$ cat src/rtl/swmmm_pkg.sv
// Shared constants and controller/datapath interface types for the
// sliding window min/max/mean block. No dependencies.
`timescale 1ns / 1ps

package swmmm_pkg;

  localparam int SAMPLE_W   = 16;
  localparam int HELD_W     = 7;
  localparam int WINDOW_DEF = 120;
  localparam int QUO_W      = 16;

  localparam logic KIND_SAMPLE = 1'b0;
  localparam logic KIND_CLEAR  = 1'b1;

  // controller to datapath
  typedef struct packed {
    logic take;      // capture incoming sample, write store, advance pointer
    logic clear;     // empty the window
    logic rd;        // read store at scan index, advance index
    logic div_init;  // load divider from window sum
    logic div_step;  // one restoring division step
    logic out_load;  // load statistics into output register
    logic out_zero;  // load zeros into output register
  } swmmm_cmd_t;

  // datapath to controller
  typedef struct packed {
    logic rd_last;   // scan index at last stored sample
    logic div_last;  // final division step
  } swmmm_sts_t;

endpackage

$ cat src/rtl/swmmm_ctrl.sv
// Controller for the sliding window min/max/mean block: sequences
// store scan, division and output handoff. Depends on swmmm_pkg.
`timescale 1ns / 1ps

module swmmm_ctrl
  import swmmm_pkg::*;
(
  input  logic       clk,
  input  logic       rst_n,
  input  logic       in_valid,
  output logic       in_ready,
  input  logic       in_kind,
  output logic       out_valid,
  input  logic       out_ready,
  output swmmm_cmd_t cmd,
  input  swmmm_sts_t sts
);

  typedef enum logic [2:0] {
    S_IDLE, S_READ, S_DRAIN, S_DINIT, S_DIV, S_OUT, S_ZERO
  } state_t;

  state_t state_r, state_nxt;
  logic   out_valid_r, out_valid_nxt;
  logic   slot_free;

  assign slot_free = !out_valid_r || out_ready;
  assign in_ready  = (state_r == S_IDLE);
  assign out_valid = out_valid_r;

  always_comb begin
    state_nxt     = state_r;
    out_valid_nxt = out_valid_r;
    cmd           = '0;
    if (out_valid_r && out_ready) begin
      out_valid_nxt = 1'b0;
    end
    case (state_r)
      S_IDLE: begin
        if (in_valid) begin
          if (in_kind == KIND_CLEAR) begin
            cmd.clear = 1'b1;
            state_nxt = S_ZERO;
          end else begin
            cmd.take  = 1'b1;
            state_nxt = S_READ;
          end
        end
      end
      S_READ: begin
        cmd.rd = 1'b1;
        if (sts.rd_last) begin
          state_nxt = S_DRAIN;
        end
      end
      // last read data accumulates here
      S_DRAIN: state_nxt = S_DINIT;
      S_DINIT: begin
        cmd.div_init = 1'b1;
        state_nxt    = S_DIV;
      end
      S_DIV: begin
        cmd.div_step = 1'b1;
        if (sts.div_last) begin
          state_nxt = S_OUT;
        end
      end
      S_OUT: begin
        if (slot_free) begin
          cmd.out_load  = 1'b1;
          out_valid_nxt = 1'b1;
          state_nxt     = S_IDLE;
        end
      end
      S_ZERO: begin
        if (slot_free) begin
          cmd.out_zero  = 1'b1;
          out_valid_nxt = 1'b1;
          state_nxt     = S_IDLE;
        end
      end
      default: state_nxt = S_IDLE;
    endcase
  end

  always_ff @(posedge clk) begin
    if (!rst_n) begin
      state_r     <= S_IDLE;
      out_valid_r <= 1'b0;
    end else begin
      state_r     <= state_nxt;
      out_valid_r <= out_valid_nxt;
    end
  end

endmodule

$ cat src/rtl/swmmm_dp.sv
// Datapath for the sliding window min/max/mean block: sample store,
// pointers, min/max/sum accumulators, serial divider, output register.
// Depends on swmmm_pkg.
`timescale 1ns / 1ps

module swmmm_dp
  import swmmm_pkg::*;
#(
  parameter int WINDOW = WINDOW_DEF
) (
  input  logic                       clk,
  input  logic                       rst_n,
  input  logic signed [SAMPLE_W-1:0] in_sample,
  input  swmmm_cmd_t                 cmd,
  output swmmm_sts_t                 sts,
  output logic signed [SAMPLE_W-1:0] out_current,
  output logic signed [SAMPLE_W-1:0] out_minimum,
  output logic signed [SAMPLE_W-1:0] out_maximum,
  output logic signed [SAMPLE_W-1:0] out_average,
  output logic        [HELD_W-1:0]   out_samples_held
);

  localparam int PTR_W  = (WINDOW > 1) ? $clog2(WINDOW) : 1;
  localparam int CNT_W  = $clog2(WINDOW + 1);
  localparam int SUM_W  = CNT_W + SAMPLE_W;
  localparam int DCNT_W = $clog2(QUO_W);

  logic signed [SAMPLE_W-1:0] mem [WINDOW];
  logic signed [SAMPLE_W-1:0] rd_data_r;
  logic                       rd_vld_r;
  logic                       first_r;

  logic [PTR_W-1:0] wp_r, idx_r;
  logic [CNT_W-1:0] cnt_r;

  logic signed [SAMPLE_W-1:0] cur_r, min_r, max_r;
  logic signed [SUM_W-1:0]    sum_r;
  logic signed [SUM_W-1:0]    rd_ext;

  logic [CNT_W:0]      rem_r;
  logic [QUO_W-1:0]    quo_r;
  logic [DCNT_W-1:0]   dcnt_r;
  logic                neg_r;
  logic [SUM_W-1:0]    abs_sum;
  logic [CNT_W:0]      rem_sh;
  logic [CNT_W:0]      trial;
  logic                fits;
  logic [QUO_W-1:0]    avg_mag;

  assign rd_ext  = {{(SUM_W-SAMPLE_W){rd_data_r[SAMPLE_W-1]}}, rd_data_r};
  assign abs_sum = sum_r[SUM_W-1] ? (SUM_W)'(-sum_r) : sum_r;
  assign rem_sh  = {rem_r[CNT_W-1:0], quo_r[QUO_W-1]};
  assign trial   = rem_sh - {1'b0, cnt_r};
  assign fits    = (rem_sh >= {1'b0, cnt_r});
  assign avg_mag = neg_r ? (QUO_W)'(-quo_r) : quo_r;

  assign sts.rd_last  = (idx_r == PTR_W'(cnt_r - CNT_W'(1)));
  assign sts.div_last = (dcnt_r == DCNT_W'(QUO_W - 1));

  // store: one write port, one registered read port
  always_ff @(posedge clk) begin
    if (cmd.take) begin
      mem[wp_r] <= in_sample;
    end
    rd_data_r <= mem[idx_r];
  end

  // control state: pointers, fill count, scan flags
  always_ff @(posedge clk) begin
    if (!rst_n) begin
      wp_r     <= '0;
      cnt_r    <= '0;
      idx_r    <= '0;
      rd_vld_r <= 1'b0;
      first_r  <= 1'b0;
    end else begin
      rd_vld_r <= cmd.rd;
      if (cmd.clear) begin
        wp_r  <= '0;
        cnt_r <= '0;
      end else if (cmd.take) begin
        wp_r <= (wp_r == PTR_W'(WINDOW - 1)) ? '0 : wp_r + PTR_W'(1);
        if (cnt_r != CNT_W'(WINDOW)) begin
          cnt_r <= cnt_r + CNT_W'(1);
        end
      end
      if (cmd.take) begin
        idx_r   <= '0;
        first_r <= 1'b1;
      end else begin
        if (cmd.rd) begin
          idx_r <= idx_r + PTR_W'(1);
        end
        if (rd_vld_r) begin
          first_r <= 1'b0;
        end
      end
    end
  end

  // accumulators, divider and output register
  always_ff @(posedge clk) begin
    if (cmd.take) begin
      cur_r <= in_sample;
    end
    if (rd_vld_r) begin
      if (first_r) begin
        min_r <= rd_data_r;
        max_r <= rd_data_r;
        sum_r <= rd_ext;
      end else begin
        if (rd_data_r < min_r) min_r <= rd_data_r;
        if (rd_data_r > max_r) max_r <= rd_data_r;
        sum_r <= sum_r + rd_ext;
      end
    end
    if (cmd.div_init) begin
      // high part is below the count, so sixteen steps cover the quotient
      rem_r  <= {1'b0, abs_sum[SUM_W-1:QUO_W]};
      quo_r  <= abs_sum[QUO_W-1:0];
      neg_r  <= sum_r[SUM_W-1];
      dcnt_r <= '0;
    end else if (cmd.div_step) begin
      rem_r  <= fits ? trial : rem_sh;
      quo_r  <= {quo_r[QUO_W-2:0], fits};
      dcnt_r <= dcnt_r + DCNT_W'(1);
    end
    if (cmd.out_load) begin
      out_current      <= cur_r;
      out_minimum      <= min_r;
      out_maximum      <= max_r;
      out_average      <= avg_mag;
      out_samples_held <= HELD_W'(cnt_r);
    end else if (cmd.out_zero) begin
      out_current      <= '0;
      out_minimum      <= '0;
      out_maximum      <= '0;
      out_average      <= '0;
      out_samples_held <= '0;
    end
  end

endmodule

$ cat src/rtl/sliding_window_min_max_mean.sv
// Sliding window min/max/mean over signed 16-bit samples.
// After a sample transaction is accepted the block reads every stored sample,
// drains the last read, loads the divider, runs 16 divider steps and loads
// the output register, raising out_valid; a clear transaction loads zeros.
// Either load waits for a free output slot; in_ready is low until then.
// Reset (rst_n low, synchronous) empties the window; store is not cleared.
`timescale 1ns / 1ps

module sliding_window_min_max_mean
  import swmmm_pkg::*;
#(
  parameter int WINDOW = WINDOW_DEF
) (
  input  logic                       clk,
  input  logic                       rst_n,
  input  logic                       in_valid,
  output logic                       in_ready,
  input  logic                       in_kind,
  input  logic signed [SAMPLE_W-1:0] in_sample,
  output logic                       out_valid,
  input  logic                       out_ready,
  output logic signed [SAMPLE_W-1:0] out_current,
  output logic signed [SAMPLE_W-1:0] out_minimum,
  output logic signed [SAMPLE_W-1:0] out_maximum,
  output logic signed [SAMPLE_W-1:0] out_average,
  output logic        [HELD_W-1:0]   out_samples_held
);

  swmmm_cmd_t cmd;
  swmmm_sts_t sts;

  swmmm_ctrl u_ctrl (
    .clk       (clk),
    .rst_n     (rst_n),
    .in_valid  (in_valid),
    .in_ready  (in_ready),
    .in_kind   (in_kind),
    .out_valid (out_valid),
    .out_ready (out_ready),
    .cmd       (cmd),
    .sts       (sts)
  );

  swmmm_dp #(
    .WINDOW (WINDOW)
  ) u_dp (
    .clk              (clk),
    .rst_n            (rst_n),
    .in_sample        (in_sample),
    .cmd              (cmd),
    .sts              (sts),
    .out_current      (out_current),
    .out_minimum      (out_minimum),
    .out_maximum      (out_maximum),
    .out_average      (out_average),
    .out_samples_held (out_samples_held)
  );

endmodule

$ cat config.mk
export PLATFORM = sky130hd
export DESIGN_NAME = sliding_window_min_max_mean
export DESIGN_NICKNAME = d
export VERILOG_FILES = /design/src/rtl/swmmm_pkg.sv /design/src/rtl/swmmm_ctrl.sv /design/src/rtl/swmmm_dp.sv /design/src/rtl/sliding_window_min_max_mean.sv
export SDC_FILE = /design/constraint.sdc
export NUM_CORES = 2
export LEC_CHECK = 0
export BUFFER_PORTS_ARGS = -buffer_cell sky130_fd_sc_hd__buf_2
export CAP_MARGIN = 20
export CORE_UTILIZATION = 50
export DETAILED_ROUTE_END_ITERATION = 6
export MAX_ROUTING_LAYER = met4
export PLACE_DENSITY = 0.65
export SLEW_MARGIN = 20
export SYNTH_ARGS = -nofsm -noshare
export SYNTH_HDL_FRONTEND = slang
export SYNTH_SLANG_ARGS = --single-unit
$ cat constraint.sdc
create_clock -name clk -period 12.2 [get_ports clk]
set_input_delay 2.44 -clock clk [delete_from_list [all_inputs] [get_ports clk]]
set_output_delay 2.44 -clock clk [all_outputs]
set_load 0.02 [all_outputs]
==> reports/results.txt <==
Synth Area in Adders - 0.0105
Worst hold start - u_dp.cur_r[14]
Vias in the first global route - 43,400
Outcome - complete, no violations
# IOs - 94
Worst min-delay path class - register to register
CP Data Required Time - 12.74 ns
RSZ-0062 raised after global routing - false
CTS tree - yes
# rows - 150
Die Wd - 414 um
Total number of vias - 44,200
Largest net degree at the start of global routing - 114
Sw Share - 0.251
Initial antenna violation count - 5
Setup bufs post-CTS - 0
Internal - 0.0126 W
Met3 usage - 0.0505
Clock buffer count from CTS - 208
Critical R2R Launch - u_dp.idx_r[0]
Antenna-violating nets left - 0
Die Y - 414 um
Setup TNS Final - 0 ns
Static leakage - 29.7 nW
Part of the power in registers - 0.501
Clk sinks - 2,133
Clk network pwr share - 0.369
Synth Area in Compound Gates - 0.0464
GRT Util Overall - 0.261
Met1 usage in global routing - 0.350
Die ar. - 172,000 um2
Nets - 4,761
R2r setup slk - 7.33 ns
Synth Area in Simple Gates - 0.0346
XOR/XNOR Fraction of Synth Area - 0.00681
Power Density - 177 nW/um2
Most used flip-flop cell after synthesis - edfxtp_1
GPL Wtd Cong - 0.892
Synth Register Bits - 2,133
Yosys cell types - 85
Fill count - 12,500
Maxcap violations - 0
Routed wire length - 219,000 um
Average size of a mapped cell - 19.3 um2
Worst Tran Pin Value - 1.22 ns
Count of input and output buffers - 93
Max Clk Rate - 194 MHz
Post-synthesis mux area share - 0.133
Largest family of logic cells by synthesized area - multiplexers
Clk slew on worst S/H paths - 0.06 ns
WL/cell - 31.0 um
Crit path time final - 5.15 ns
Sequential area share after synthesis - 0.749
Iter 0 DRT Violations - 5,553
Post-CTS sizing - 0
Global-route wire length before repair - 312,000 um
GRT overflow - 0
Fraction of layout cells with a size suffix above 1 - 0.210
CTS Hold Bufs - 0
Clk_lat worst skew - 0.87 ns
Post-Synthesis Cells - 4,401
Initial Util - 0.506
Root buf cell - clkbuf_16
GR peak layer - met2
Startpoint types - input port
Max IR drop VDD - 0.162 mV
Final-report max-slew violation count - 0
Final Setup Violations - 0
Worst rel slew slack - 0.183
Top cells by area, synth - edfxtp_1 74%, mux4_2 10%, mux2i_1 2.7%
Critical path type - input port to register
CTS H-tree lvls - 4
Fin Clk Skew - 0.0623 ns
Synth Warn # - 0
Async set or reset register ratio after synthesis - 0
Floorplan core area - 168,000 um2
Mapped Nets - 4,492
DRC viols - 0
Global-route met2 utilization - 0.403
Setup crit start - in_kind
Hold Fails Final Rpt - 0
Critical Path Sink Type - register
Clock Path Buffers - 3
Post-synth top area share - 0.737
Part of the cycle the worst path needs - 0.422
P_sw - 0.00421 W
Post-synth top area cell - edfxtp_1
Crit Path Max Fanout - 32
Combinational Power Share - 0.130
Layout overhead on the synthesized area - 11.8%
Post-Synthesis Cell Area - 84,900 um2
Layout Utilization - 0.565
Detailed Routing Iterations Pass 1 - 6
Vias per cell - 6.27
Post-synth EDFFs - 2,086
Critical path arrival - 5.69 ns
Post-DP HPWL - 131,000 um
-- registers in the layout (all words and copies together), names as in the netlist --
register	count
u_ctrl.out_valid	1
u_ctrl.state_r	3
u_dp.cnt_r	7
u_dp.cur_r	16
u_dp.dcnt_r	4
u_dp.first_r	1
u_dp.idx_r	7
u_dp.max_r	16
u_dp.mem	1920
u_dp.min_r	16
u_dp.neg_r	1
u_dp.out_average	16
u_dp.out_current	16
u_dp.out_maximum	16
u_dp.out_minimum	16
u_dp.out_samples_held	7
u_dp.quo_r	16
u_dp.rd_data_r	16
u_dp.rd_vld_r	1
u_dp.rem_r	7
u_dp.sum_r	23
u_dp.wp_r	7
-- cell usage in the layout, fill, tap and decap left out, drive strengths merged, types with 21 or more instances in the layout --
| cell type | instances |
|---|---|
| nand4 | 21 |
| ha | 68 |
| buf | 288 |
| and2 | 27 |
| nor2 | 248 |
| xnor2 | 31 |
| a211oi | 26 |
| inv | 60 |
| nor2b | 28 |
| mux2i | 227 |
| a2111oi | 33 |
| o21ai | 102 |
| clkbuf | 259 |
| o22ai | 55 |
| mux4 | 397 |
| dfxtp | 47 |
| a22o | 25 |
| o221ai | 38 |
| nand3 | 49 |
| edfxtp | 2086 |
| a21oi | 127 |
| a22oi | 40 |
| clkinv | 99 |
| xor2 | 35 |
| nor3 | 38 |
| nand2 | 141 |
-- worst max-delay path: stages --
cell and delay, ns:
buf_2 0.12, and3b_2 0.24, buf_4 0.40, nor2b_1 0.37, nand2_1 0.54, buf_4 0.44, nor2_1 0.71, buf_4 0.33
-- metal layers --
metal | wire length (um) | vias up
li1 | - | 18600
met1 | 87500 | 23000
met2 | 105000 | 2149
met3 | 18900 | 391
met4 | 7370 | 0
met5 | 0 | -
-- power groups by stage --
| stage | Clock (W) | Combinational (W) | Sequential, W |
|---|---|---|---|
| 2_1_floorplan | 0 | 0.00158 | 0.00851 |
| 3_3_place_gp | 0 | 0.00217 | 0.00856 |
| 3_5_place_dp | 0 | 0.00220 | 0.00856 |
| 4_1_cts | 0.00627 | 0.00221 | 0.00841 |
| 5_1_grt | 0.00655 | 0.00235 | 0.00842 |
| 6_report | 0.00620 | 0.00219 | 0.00841 |
-- stage by stage --
step | instances | area [um2] | setup WS [ns] | hold slack, ns | total power (W)
finish | 7042 | 94900 | 7.05 | 0.513 | 0.0168
global route | 7041 | 94900 | 6.98 | 0.537 | 0.0173
CTS | 7040 | 94900 | 7.17 | 0.515 | 0.0169
detailed placement | 6664 | 88400 | 6.28 | 0.501 | 0.0108
global placement | 6662 | 88400 | 6.03 | 0.502 | 0.0107
floorplan | 4401 | 84900 | 6.07 | 0.481 | 0.0101
-- cell type report --
cell class / count / area, um2 / area share
Inverter: 59 / 223 / 0.00235
Sequential cell: 2133 / 63600 / 0.670
Timing Repair Buffer: 289 / 2050 / 0.0216
Antenna cell: 2 / 5.00 / 0.0000527
Multi-Input combinational cell: 1979 / 19800 / 0.208
Clock buffer: 259 / 5460 / 0.0575
Clock inverter: 117 / 1070 / 0.0113
Tap cell: 2204 / 2760 / 0.0290
-- path summary, 6_finish.rpt --
kind,to,cells after the start
worst max register to register,u_dp.rd_data_r[8],8
worst min register to register,u_dp.out_current[14],1
worst max-delay path,u_dp.mem[2][15],8
worst min-delay path,u_dp.out_current[14],1
-- Yosys cell counts (17+ instances only) --
cell       number
buf_4          21
a22oi_1        39
o22ai_1        55
nor2_1        248
nand4_1        21
a2111oi_0      27
o21ai_0       100
inv_1          55
edfxtp_1     2086
o221ai_1       38
nand2_1       141
mux2i_1       227
a211oi_1       26
buf_2          52
nor3_1         38
a22o_1         25
nor2b_1        28
xor2_1         35
and2_1         26
buf_6          39
dfxtp_1        47
or3_1          17
xnor2_1        31
clkbuf_1       92
ha_1           68
nand3_1        49
a21oi_1       127
o31ai_1        17
mux4_2        387
-- cell families (layout without fill, tap and decap cells) --
| logic type | after synthesis | after routing |
|---|---|---|
| XOR/XNOR | 66 | 66 |
| multiplexers | 631 | 631 |
| other | 0 | 2 |
| adder cells (fa/ha/maj) | 70 | 70 |
| flip-flops | 2133 | 2133 |
| AND/OR/NAND/NOR | 634 | 634 |
| AO/OA/AOI/OAI | 578 | 578 |
| buffers and inverters | 289 | 724 |
(Power assumes the default switching activity.)
